<file path="src/rtl/core/ialu_pkg.sv">
// Shared constants and types for the integer ALU core.
`default_nettype none
package ialu_pkg;

   localparam int DATA_WIDTH_DEF = 32;
   localparam int OPCODE_WIDTH   = 3;
   localparam int DIGIT_BITS     = 8;

   localparam logic [OPCODE_WIDTH-1:0] OPC_ADD = 3'd0;
   localparam logic [OPCODE_WIDTH-1:0] OPC_SUB = 3'd1;
   localparam logic [OPCODE_WIDTH-1:0] OPC_MUL = 3'd2;
   localparam logic [OPCODE_WIDTH-1:0] OPC_DIV = 3'd3;
   localparam logic [OPCODE_WIDTH-1:0] OPC_REM = 3'd4;
   localparam logic [OPCODE_WIDTH-1:0] OPC_POW = 3'd5;

   typedef struct packed {
      logic start;
      logic is_div;
   } unit_cmd_type;

   typedef struct packed {
      logic done;
   } unit_sts_type;

endpackage
`default_nettype wire

</file>
<file path="src/rtl/core/ialu_unit.sv">
// Shared iterative unit: digit-serial multiply (low half) and radix-2 restoring divide.
`default_nettype none
module ialu_unit #(
   parameter int DATA_WIDTH = ialu_pkg::DATA_WIDTH_DEF
) (
   input  logic                       clock,
   input  logic                       reset,
   input  ialu_pkg::unit_cmd_type     cmd,
   input  logic [DATA_WIDTH-1:0]      opa,
   input  logic [DATA_WIDTH-1:0]      opb,
   output ialu_pkg::unit_sts_type     sts,
   output logic [DATA_WIDTH-1:0]      acc_out,
   output logic [DATA_WIDTH-1:0]      quo_out
);
   import ialu_pkg::*;

   localparam int W  = DATA_WIDTH;
   localparam int CW = $clog2(W + 1);

   logic [W-1:0]  x_ff, x_in;
   logic [W-1:0]  y_ff, y_in;
   logic [W-1:0]  acc_ff, acc_in;
   logic [CW-1:0] cnt_ff, cnt_in;
   logic          busy_ff, busy_in;
   logic          div_ff, div_in;
   logic          done_ff, done_in;

   logic [W-1:0]            pp;
   logic [W:0]              trial;
   logic                    qbit;

   // one digit of the multiplier per step
   assign pp = x_ff * W'(y_ff[DIGIT_BITS-1:0]);
   // trial subtract for division
   assign trial = {acc_ff, y_ff[W-1]} - {1'b0, x_ff};
   assign qbit  = ~trial[W];

   always_comb begin
      x_in    = x_ff;
      y_in    = y_ff;
      acc_in  = acc_ff;
      cnt_in  = cnt_ff;
      busy_in = busy_ff;
      div_in  = div_ff;
      done_in = 1'b0;
      if (!busy_ff) begin
         if (cmd.start) begin
            busy_in = 1'b1;
            div_in  = cmd.is_div;
            acc_in  = '0;
            cnt_in  = CW'(W);
            if (cmd.is_div) begin
               x_in = opb;
               y_in = opa;
            end else begin
               x_in = opa;
               y_in = opb;
            end
         end
      end else if (div_ff) begin
         if (qbit) begin
            acc_in = trial[W-1:0];
         end else begin
            acc_in = {acc_ff[W-2:0], y_ff[W-1]};
         end
         y_in   = {y_ff[W-2:0], qbit};
         cnt_in = cnt_ff - CW'(1);
         if (cnt_ff == CW'(1)) begin
            busy_in = 1'b0;
            done_in = 1'b1;
         end
      end else begin
         acc_in = acc_ff + pp;
         x_in   = x_ff << DIGIT_BITS;
         y_in   = y_ff >> DIGIT_BITS;
         if ((y_ff >> DIGIT_BITS) == '0) begin
            busy_in = 1'b0;
            done_in = 1'b1;
         end
      end
   end

   always_ff @(posedge clock) begin
      if (reset) begin
         busy_ff <= 1'b0;
         done_ff <= 1'b0;
         div_ff  <= 1'b0;
         cnt_ff  <= '0;
      end else begin
         busy_ff <= busy_in;
         done_ff <= done_in;
         div_ff  <= div_in;
         cnt_ff  <= cnt_in;
      end
      x_ff   <= x_in;
      y_ff   <= y_in;
      acc_ff <= acc_in;
   end

   assign sts.done = done_ff;
   assign acc_out  = acc_ff;
   assign quo_out  = y_ff;

endmodule
`default_nettype wire

</file>
<file path="src/rtl/core/integer_alu_mul_div_mod_pow_core.sv">
// Top level: sequencer for add, subtract, multiply, divide, remainder and power.
// Power runs one multiply per squaring and per set exponent bit, up to 2*W-3 multiplies.
// One item at a time; req_stall is high while an item is in work.
// The result register frees the core, so a new item is taken while a result waits.
// Synchronous reset clears the sequencer, the shared unit and rsp_valid.
`default_nettype none
module integer_alu_mul_div_mod_pow_core #(
   parameter int DATA_WIDTH = ialu_pkg::DATA_WIDTH_DEF
) (
   input  logic                                 clock,
   input  logic                                 reset,
   input  logic                                 req_valid,
   output logic                                 req_stall,
   input  logic [ialu_pkg::OPCODE_WIDTH-1:0]    req_opcode,
   input  logic signed [DATA_WIDTH-1:0]         req_operand_a,
   input  logic signed [DATA_WIDTH-1:0]         req_operand_b,
   output logic                                 rsp_valid,
   input  logic                                 rsp_stall,
   output logic signed [DATA_WIDTH-1:0]         rsp_result_value,
   output logic                                 rsp_divide_by_zero
);
   import ialu_pkg::*;

   localparam int W = DATA_WIDTH;

   localparam logic [2:0] ST_IDLE   = 3'd0;
   localparam logic [2:0] ST_WMUL   = 3'd1;
   localparam logic [2:0] ST_WDIV   = 3'd2;
   localparam logic [2:0] ST_PCHK   = 3'd3;
   localparam logic [2:0] ST_PML    = 3'd4;
   localparam logic [2:0] ST_PSQ    = 3'd5;
   localparam logic [2:0] ST_FINISH = 3'd6;

   logic [2:0]   state_ff, state_in;
   logic [W-1:0] res_ff, res_in;
   logic         dz_ff, dz_in;
   logic         neg_ff, neg_in;
   logic         rem_sel_ff, rem_sel_in;
   logic [W-1:0] pacc_ff, pacc_in;
   logic [W-1:0] sq_ff, sq_in;
   logic [W-1:0] e_ff, e_in;
   logic         rsp_valid_ff, rsp_valid_in;
   logic [W-1:0] rsp_value_ff;
   logic         rsp_dz_ff;

   unit_cmd_type unit_cmd;
   unit_sts_type unit_sts;
   logic [W-1:0] unit_x, unit_y;
   logic [W-1:0] unit_acc, unit_quo;

   logic [W-1:0] a_u, b_u, mag_a, mag_b, div_val;
   logic         load_out;

   assign a_u   = req_operand_a;
   assign b_u   = req_operand_b;
   assign mag_a = a_u[W-1] ? (~a_u + W'(1)) : a_u;
   assign mag_b = b_u[W-1] ? (~b_u + W'(1)) : b_u;
   assign div_val = rem_sel_ff ? unit_acc : unit_quo;

   ialu_unit #(
      .DATA_WIDTH (DATA_WIDTH)
   ) u_unit (
      .clock   (clock),
      .reset   (reset),
      .cmd     (unit_cmd),
      .opa     (unit_x),
      .opb     (unit_y),
      .sts     (unit_sts),
      .acc_out (unit_acc),
      .quo_out (unit_quo)
   );

   assign load_out = (state_ff == ST_FINISH) && (!rsp_valid_ff || !rsp_stall);

   always_comb begin
      state_in        = state_ff;
      res_in          = res_ff;
      dz_in           = dz_ff;
      neg_in          = neg_ff;
      rem_sel_in      = rem_sel_ff;
      pacc_in         = pacc_ff;
      sq_in           = sq_ff;
      e_in            = e_ff;
      unit_cmd.start  = 1'b0;
      unit_cmd.is_div = 1'b0;
      unit_x          = '0;
      unit_y          = '0;
      case (state_ff)
         ST_IDLE: begin
            if (req_valid) begin
               dz_in    = 1'b0;
               res_in   = '0;
               state_in = ST_FINISH;
               case (req_opcode)
                  OPC_ADD: res_in = a_u + b_u;
                  OPC_SUB: res_in = a_u - b_u;
                  OPC_MUL: begin
                     unit_cmd.start = 1'b1;
                     unit_x         = a_u;
                     unit_y         = b_u;
                     state_in       = ST_WMUL;
                  end
                  OPC_DIV, OPC_REM: begin
                     if (b_u == '0) begin
                        dz_in = 1'b1;
                     end else begin
                        unit_cmd.start  = 1'b1;
                        unit_cmd.is_div = 1'b1;
                        unit_x          = mag_a;
                        unit_y          = mag_b;
                        rem_sel_in      = (req_opcode == OPC_REM);
                        neg_in          = (req_opcode == OPC_REM) ? a_u[W-1]
                                                                  : (a_u[W-1] ^ b_u[W-1]);
                        state_in        = ST_WDIV;
                     end
                  end
                  OPC_POW: begin
                     if (a_u == '1) begin
                        res_in = b_u[0] ? '1 : W'(1);
                     end else if (b_u == '0) begin
                        res_in = W'(1);
                     end else if (a_u == W'(1)) begin
                        res_in = W'(1);
                     end else if (a_u == '0 || b_u[W-1]) begin
                        res_in = '0;
                     end else begin
                        pacc_in  = W'(1);
                        sq_in    = a_u;
                        e_in     = b_u;
                        state_in = ST_PCHK;
                     end
                  end
                  default: res_in = '0;
               endcase
            end
         end
         ST_WMUL: begin
            if (unit_sts.done) begin
               res_in   = unit_acc;
               state_in = ST_FINISH;
            end
         end
         ST_WDIV: begin
            if (unit_sts.done) begin
               res_in   = neg_ff ? (~div_val + W'(1)) : div_val;
               state_in = ST_FINISH;
            end
         end
         ST_PCHK: begin
            unit_cmd.start = (e_ff != '0);
            if (e_ff == '0) begin
               res_in   = pacc_ff;
               state_in = ST_FINISH;
            end else if (e_ff[0]) begin
               unit_x   = pacc_ff;
               unit_y   = sq_ff;
               state_in = ST_PML;
            end else begin
               unit_x   = sq_ff;
               unit_y   = sq_ff;
               state_in = ST_PSQ;
            end
         end
         ST_PML: begin
            if (unit_sts.done) begin
               pacc_in = unit_acc;
               if (e_ff[W-1:1] == '0) begin
                  res_in   = unit_acc;
                  state_in = ST_FINISH;
               end else begin
                  unit_cmd.start = 1'b1;
                  unit_x         = sq_ff;
                  unit_y         = sq_ff;
                  state_in       = ST_PSQ;
               end
            end
         end
         ST_PSQ: begin
            if (unit_sts.done) begin
               sq_in    = unit_acc;
               e_in     = e_ff >> 1;
               state_in = ST_PCHK;
            end
         end
         ST_FINISH: begin
            if (load_out) begin
               state_in = ST_IDLE;
            end
         end
         default: state_in = ST_IDLE;
      endcase
   end

   always_comb begin
      rsp_valid_in = rsp_valid_ff;
      if (rsp_valid_ff && !rsp_stall) begin
         rsp_valid_in = 1'b0;
      end
      if (load_out) begin
         rsp_valid_in = 1'b1;
      end
   end

   always_ff @(posedge clock) begin
      if (reset) begin
         state_ff     <= ST_IDLE;
         rsp_valid_ff <= 1'b0;
      end else begin
         state_ff     <= state_in;
         rsp_valid_ff <= rsp_valid_in;
      end
      res_ff     <= res_in;
      dz_ff      <= dz_in;
      neg_ff     <= neg_in;
      rem_sel_ff <= rem_sel_in;
      pacc_ff    <= pacc_in;
      sq_ff      <= sq_in;
      e_ff       <= e_in;
      if (load_out) begin
         rsp_value_ff <= res_ff;
         rsp_dz_ff    <= dz_ff;
      end
   end

   assign req_stall          = (state_ff != ST_IDLE);
   assign rsp_valid          = rsp_valid_ff;
   assign rsp_result_value   = $signed(rsp_value_ff);
   assign rsp_divide_by_zero = rsp_dz_ff;

endmodule
`default_nettype wire

</file>
<file path="config.mk">
export PLATFORM = sky130hd
export DESIGN_NAME = integer_alu_mul_div_mod_pow_core
export DESIGN_NICKNAME = d
export VERILOG_FILES = /design/src/rtl/core/ialu_pkg.sv /design/src/rtl/core/ialu_unit.sv /design/src/rtl/core/integer_alu_mul_div_mod_pow_core.sv
export SDC_FILE = /design/constraint.sdc
export NUM_CORES = 1
export LEC_CHECK = 0
export BUFFER_PORTS_ARGS = -buffer_cell sky130_fd_sc_hd__buf_4
export CAP_MARGIN = 40
export CORE_MARGIN = 4
export CORE_UTILIZATION = 60
export CTS_BUF_LIST = sky130_fd_sc_hd__clkbuf_16
export DETAILED_ROUTE_END_ITERATION = 12
export HOLD_SLACK_MARGIN = 0.02
export PLACE_DENSITY = 0.74
export SLEW_MARGIN = 10
export SYNTH_ARGS = -nofsm -noshare
export SYNTH_HDL_FRONTEND = slang
export SYNTH_SLANG_ARGS = --single-unit
export TNS_END_PERCENT = 100
</file>
<file path="constraint.sdc">
create_clock -name clock -period 7.1 [get_ports clock]
set_input_delay 0.355 -clock clock [delete_from_list [all_inputs] [get_ports clock]]
set_output_delay 0.355 -clock clock [all_outputs]
set_load 0.1 [all_outputs]
</file>
# After elaboration in Yosys (flattened, before gate mapping)
# Index checks and enable logic that the tools add are counted.
# totals
wordCells	197
out_inout_bits	35
input_bits	71
register_bits	273
# classes
eq_ne	30
n_addsub	8
mux	101
bitwise_logic	7
mul	1
reduce_logical	32
# ops
cell	count
$mux 32	52
$pmux 32 s2	5
$pmux 32 s3	3
$pmux 32 s5	1
$logic_not 32->1	4
$add 32x1->32 const B	3
$not 32->32	3
$add 32x32->32	2
$sub 33x32->33	1
$eq 32x1->1 const B	1
$eq 32x32->1 const B	1
$mul 32x8->32	1
$reduce_bool 32->1	1
$sub 32x32->32	1
$logic_not 31->1	1
$mux 3	10
$ne 2x2->1 const B	10
$mux 1	19
$mux 6	3
$pmux 3 s6	1
$reduce_and 8->1	2
$eq 3x3->1 const B	5
$eq 3x2->1 const B	4
$ne 2x1->1 const B	6
other kinds (21)	39

# Longest topological paths before layout
# logic_depth
ltp_word	10
ltp_mapped	22
depth_no_buf	20

# Cells and area by module
# From an unflattened synthesis, not the netlist that was laid out.
# hier_totals
cells_unflattened	3184
area_unflattened_um2	28635.0
# by_module_without_submodules
module	area_each_um2	instances	cells_per_inst	seq_area_each_um2
ialu_unit	14938.1	1	1667	3062.9
integer_alu_mul_div_mod_pow_core	13696.9	1	1517	5004.8

# Worst setup path before layout
# No wires, ideal clock.
# synth_timing
path_kind	input port to flip-flop
from	in req_operand_b[0]
to	reg e_ff[0], enable pin
path_slack_ps	1517
path_buffers	1
setup_time_ps	507
required_ps	6593
stages	10
t_arrival_ps	5076
path_cell_list	clkbuf_1 > inv_1 > ha_1 > nor3b_1 > and4_1 > nand4_1 > o211ai_1 > nor4b_1 > nand2_1 > a21oi_1
# synth_between
elab_chain_len	3
# synth_rtl
element	line	rtl
from (decl)	integer_alu_mul_div_mod_pow_core.sv:16	input logic signed [DATA_WIDTH-1:0] req_operand_b,
$logic_not 32->1	integer_alu_mul_div_mod_pow_core.sv:120	end else if (b_u == '0) begin
$ne 2x2->1 (no line)	n/a	
$reduce_and 8->1 (no line)	n/a	
to (signal assigned)	integer_alu_mul_div_mod_pow_core.sv:218	e_ff <= e_in;
to (decl)	integer_alu_mul_div_mod_pow_core.sv:41	logic [W-1:0] e_ff, e_in;
# Every way passes these cells.
# A chain may end at the register's enable or synchronous reset.

# Worst setup path after layout
# layout_timing
from	reg u_unit.y_ff[0], in the netlist u_unit.quo_out[0]
to	reg u_unit.acc_ff[31], in the netlist u_unit.acc_out[31] (data pin)
# layout_between
elab_chain_len	4
# layout_rtl
element	line	rtl
from (decl)	ialu_unit.sv:21	logic [W-1:0] y_ff, y_in;
from (signal assigned)	ialu_unit.sv:96	y_ff <= y_in;
$mul 32x8->32	ialu_unit.sv:33	assign pp = x_ff * W'(y_ff[DIGIT_BITS-1:0]);
$add 32x32->32	ialu_unit.sv:73	acc_in = acc_ff + pp;
$mux 32	ialu_unit.sv:60	end else if (div_ff) begin
$mux 32	ialu_unit.sv:46	if (!busy_ff) begin
to (signal assigned)	ialu_unit.sv:97	acc_ff <= acc_in;
to (decl)	ialu_unit.sv:22	logic [W-1:0] acc_ff, acc_in;
# Every way passes these cells.

==> results by group <==
Timing
  – Worst Max-Slew Pin Slew: between 1 and 1.5 ns
  – Final setup viols: 0
  – Tmin final: about 6.3 ns
  – Final Max Tran Viols: 0
  – F_max: approximately 160 MHz
  – Setup Total Neg Slack: 0 ns
  – Final Hold Viols: 0
  – Slew HR: 0.269
  – Unrepaired setup endpoints after global routing: no
  – Clock Skews: 0.0236 ns
  – Period utilization: 0.893

Floorplanning
  – I/O pin total: around 110
  – Die Wd: between 200 and 250 um
  – Cell Rows: between 70 and 80
  – Die height: about 220 um
  – Die Area: 50400 um^2
  – Starting Density: 0.605
  – Core ar.: approximately 46000 um^2

Clock tree
  – Clock Sinks: 273
  – Root buf cell: clkbuf_16
  – Post-CTS Hold Buffers: 0
  – Post-CTS setup buffers: 0
  – H-tree depth: 2
  – Post_cts resized: 0
  – Worst-path clk slew: 0.06 ns
  – CTS tree: done
  – Worst skew pair latency: approximately 0.56 ns
  – CTS buffer count: 34
  – Clock buffer depth: 3

Placed design
  – Detail Placement HPWL: 77400 um
  – Number of buffers added on ports: around 110
  – GPL Wtd Cong: between 1 and 1.5

Critical path
  – Worst Path Buf+Inv: 4
  – WP data required: between 7 and 8 ns
  – CP max FO: 25
  – Critical Path End Type: flip-flop
  – Most frequent cell on the critical path: fa_1
  – Slowest CP cell: o41ai_1
  – CP top delay family: adder cells
  – Worst-path cell chain: buf_4 > nand2_1 > fa_1 > inv_1 > fa_1 > fa_1 > inv_1 > fa_1 > inv_1 > ha_1 > o21a_1 > o31a_1 > o41ai_1 > a21oi_1 > a21oi_1 > o21ai_0 > mux2i_1 > o41ai_1 > a21oi_1
  – WP data arrival: approximately 6.6 ns
  – Worst Setup Start Kind: flip-flop
  – CP peak stage delay: between 0.7 and 0.8 ns
  – Critical path class: reg2reg

Logic synthesis
  – Yosys warns: 0
  – Prevailing post-synth register cell: edfxtp_1
  – Post-Syn Instances: 3221
  – Synth Area per Inst: between 8 and 9 um^2
  – Post-synth net total: 3592
  – Yosys reg bits: about 270
  – Post-synth EDFFs: 260
  – Netlist Area Pre-Place: ~28000 um^2
  – Post-synthesis sequential area ratio: 0.287
  – Async SR Flop Fraction: 0
  – Count of cell types in the netlist: 87

Drt
  – Drt total wl: between 100000 and 150000 um
  – Drt via density: just under 7
  – Routed len/inst: 26.5 um
  – Post-route DRC: 0
  – Detail Route Antenna Nets: 0
  – Iter 0 DRT Violations: around 3900
  – DR vias: between 20000 and 30000
  – DRT Pass-1 Iters: 7

Global route
  – Total track usage: 0.401
  – Largest net degree at the start of global routing: 77
  – Vias in the first global route: 25300
  – Antenna violations before repair: 4
  – Grt ovf: 0
  – Global-route wire length before repair: approximately 150000 um

Finish
  – Nets: 3601
  – Fraction of layout cells with a size suffix above 1: 0.0952
  – Area grow syn2layout: 9.05%

Outcome
  – Outcome: complete, no violations

Run
  – Max_cap viols: 0

Min path
  – Worst hold path class: in2reg
==> cell families (layout without fill, tap and decap cells) <==
| kind of cell | after synthesis | after routing | share of synthesized area |
|---|---|---|---|
| buffers and inverters | 518 | 552 | 0.0698 |
| and+or+nand+nor | 1030 | 1030 | 0.178 |
| AOI/OAI and AO/OA | 842 | 842 | 0.193 |
| muxes | 113 | 113 | 0.0426 |
| DFF | 273 | 273 | 0.287 |
| other | 0 | 5 | 0 |
| xor gates and xnor gates | 145 | 145 | 0.0457 |
| adders and majority gates | 300 | 300 | 0.184 |
==> final cells by class <==
class / instances / area (um^2)
diodes: 5 / 12.5
clock buffers: 37 / 926
clock inverters: 24 / 146
fillers: 3936 / 15800
inverters: 327 / 1230
multi-input cells: 2430 / 18200
flip-flops and latches: 273 / 8070
well taps: 607 / 759
repair buffers: 164 / 1350
==> through the flow <==
step	hold slack [ns]	area, um^2	std cells	worst slack, ns	util
after detailed placement	0.405	29600	3801	0.884	0.637
final	0.107	30700	3867	0.760	0.660
after global placement	0.403	29400	3791	0.941	0.632
after global routing	0.0989	30700	3863	0.524	0.660
after floorplan	0.400	28100	3221	1.52	-
after CTS	0.0861	30600	3862	0.888	0.660
==> synth_stat cells, types with 12 or more instances <==
master | n | share of area
nand2_1 | 342 | 0.046
inv_1 | 325 | 0.043
edfxtp_1 | 260 | 0.28
nor2_1 | 222 | 0.030
a21oi_1 | 221 | 0.039
o21ai_0 | 217 | 0.039
fa_1 | 188 | 0.13
clkbuf_1 | 166 | 0.022
and2_1 | 162 | 0.036
ha_1 | 112 | 0.050
xnor2_1 | 84 | 0.026
nor3_1 | 71 | 0.013
xor2_1 | 60 | 0.019
mux2i_1 | 59 | 0.021
mux2_2 | 54 | 0.022
nand3_1 | 44 | 0.0078
a21o_1 | 37 | 0.0099
a221oi_1 | 37 | 0.012
a31oi_1 | 37 | 0.0082
nor4_1 | 32 | 0.0071
a211oi_1 | 31 | 0.0083
nand4_1 | 30 | 0.0067
o31ai_1 | 29 | 0.0077
a22oi_1 | 27 | 0.0072
o211ai_1 | 22 | 0.0059
o22ai_1 | 22 | 0.0049
a222oi_1 | 20 | 0.0071
and3_1 | 17 | 0.0038
a311oi_1 | 15 | 0.0047
buf_1 | 15 | 0.0020
nand2b_1 | 15 | 0.0033
o21a_1 | 15 | 0.0040
or3_1 | 15 | 0.0033
or4_1 | 14 | 0.0037
dfxtp_1 | 13 | 0.0093
nor2b_1 | 13 | 0.0029
nor3b_1 | 12 | 0.0032
==> cells in the final DEF (no fill, tap or decap), types with 44 or more instances in the layout <==
cell      instances
edfxtp_1        260
inv_1           333
mux2_2           54
ha_1            112
a21oi_1         218
buf_4           155
nand2_1         341
xnor2_1          84
mux2i_1          59
xor2_1           60
nor3_1           71
nor2_1          218
and2_1          162
fa_1            188
nand3_1          44
o21ai_0         217
==> routing by layer <==
| layer | vias up | track usage | part of all wire |
|---|---|---|---|
| met3 | 399 | 0.0970 | 0.12 |
| li1 | 11500 | - | - |
| met2 | 1863 | 0.619 | 0.45 |
| met1 | 12800 | 0.541 | 0.37 |
| met5 | - | 0 | 0 |
| met4 | 0 | 0.179 | 0.057 |
==> path summary, 6_finish.rpt <==
check	startpoint	to	slack, ns	cells past startpoint
worst max register to register	u_unit.quo_out[0]	u_unit.acc_out[31]	0.76	19
worst min register to register	res_ff[21]	rsp_result_value[21]	0.42	0
worst max-delay path	u_unit.quo_out[0]	u_unit.acc_out[31]	0.76	19
worst min-delay path	reset	state_ff[0]	0.11	2
==> flip-flops by register name, summed over array words and instances, names as in the netlist <==
| signal | cells |
|---|---|
| e_ff | 32 |
| pacc_ff | 32 |
| res_ff | 32 |
| rsp_result_value | 32 |
| sq_ff | 32 |
| u_unit.acc_out | 32 |
| u_unit.quo_out | 32 |
| u_unit.x_ff | 32 |
| u_unit.cnt_ff | 6 |
| state_ff | 3 |
| dz_ff | 1 |
| neg_ff | 1 |
| rem_sel_ff | 1 |
| rsp_divide_by_zero | 1 |
| rsp_valid | 1 |
| u_unit.busy_ff | 1 |
| u_unit.div_ff | 1 |
| u_unit.sts | 1 |
Power is not shown: default switching activity piles up to over one toggle a cycle in this logic, so the estimate is an artifact.
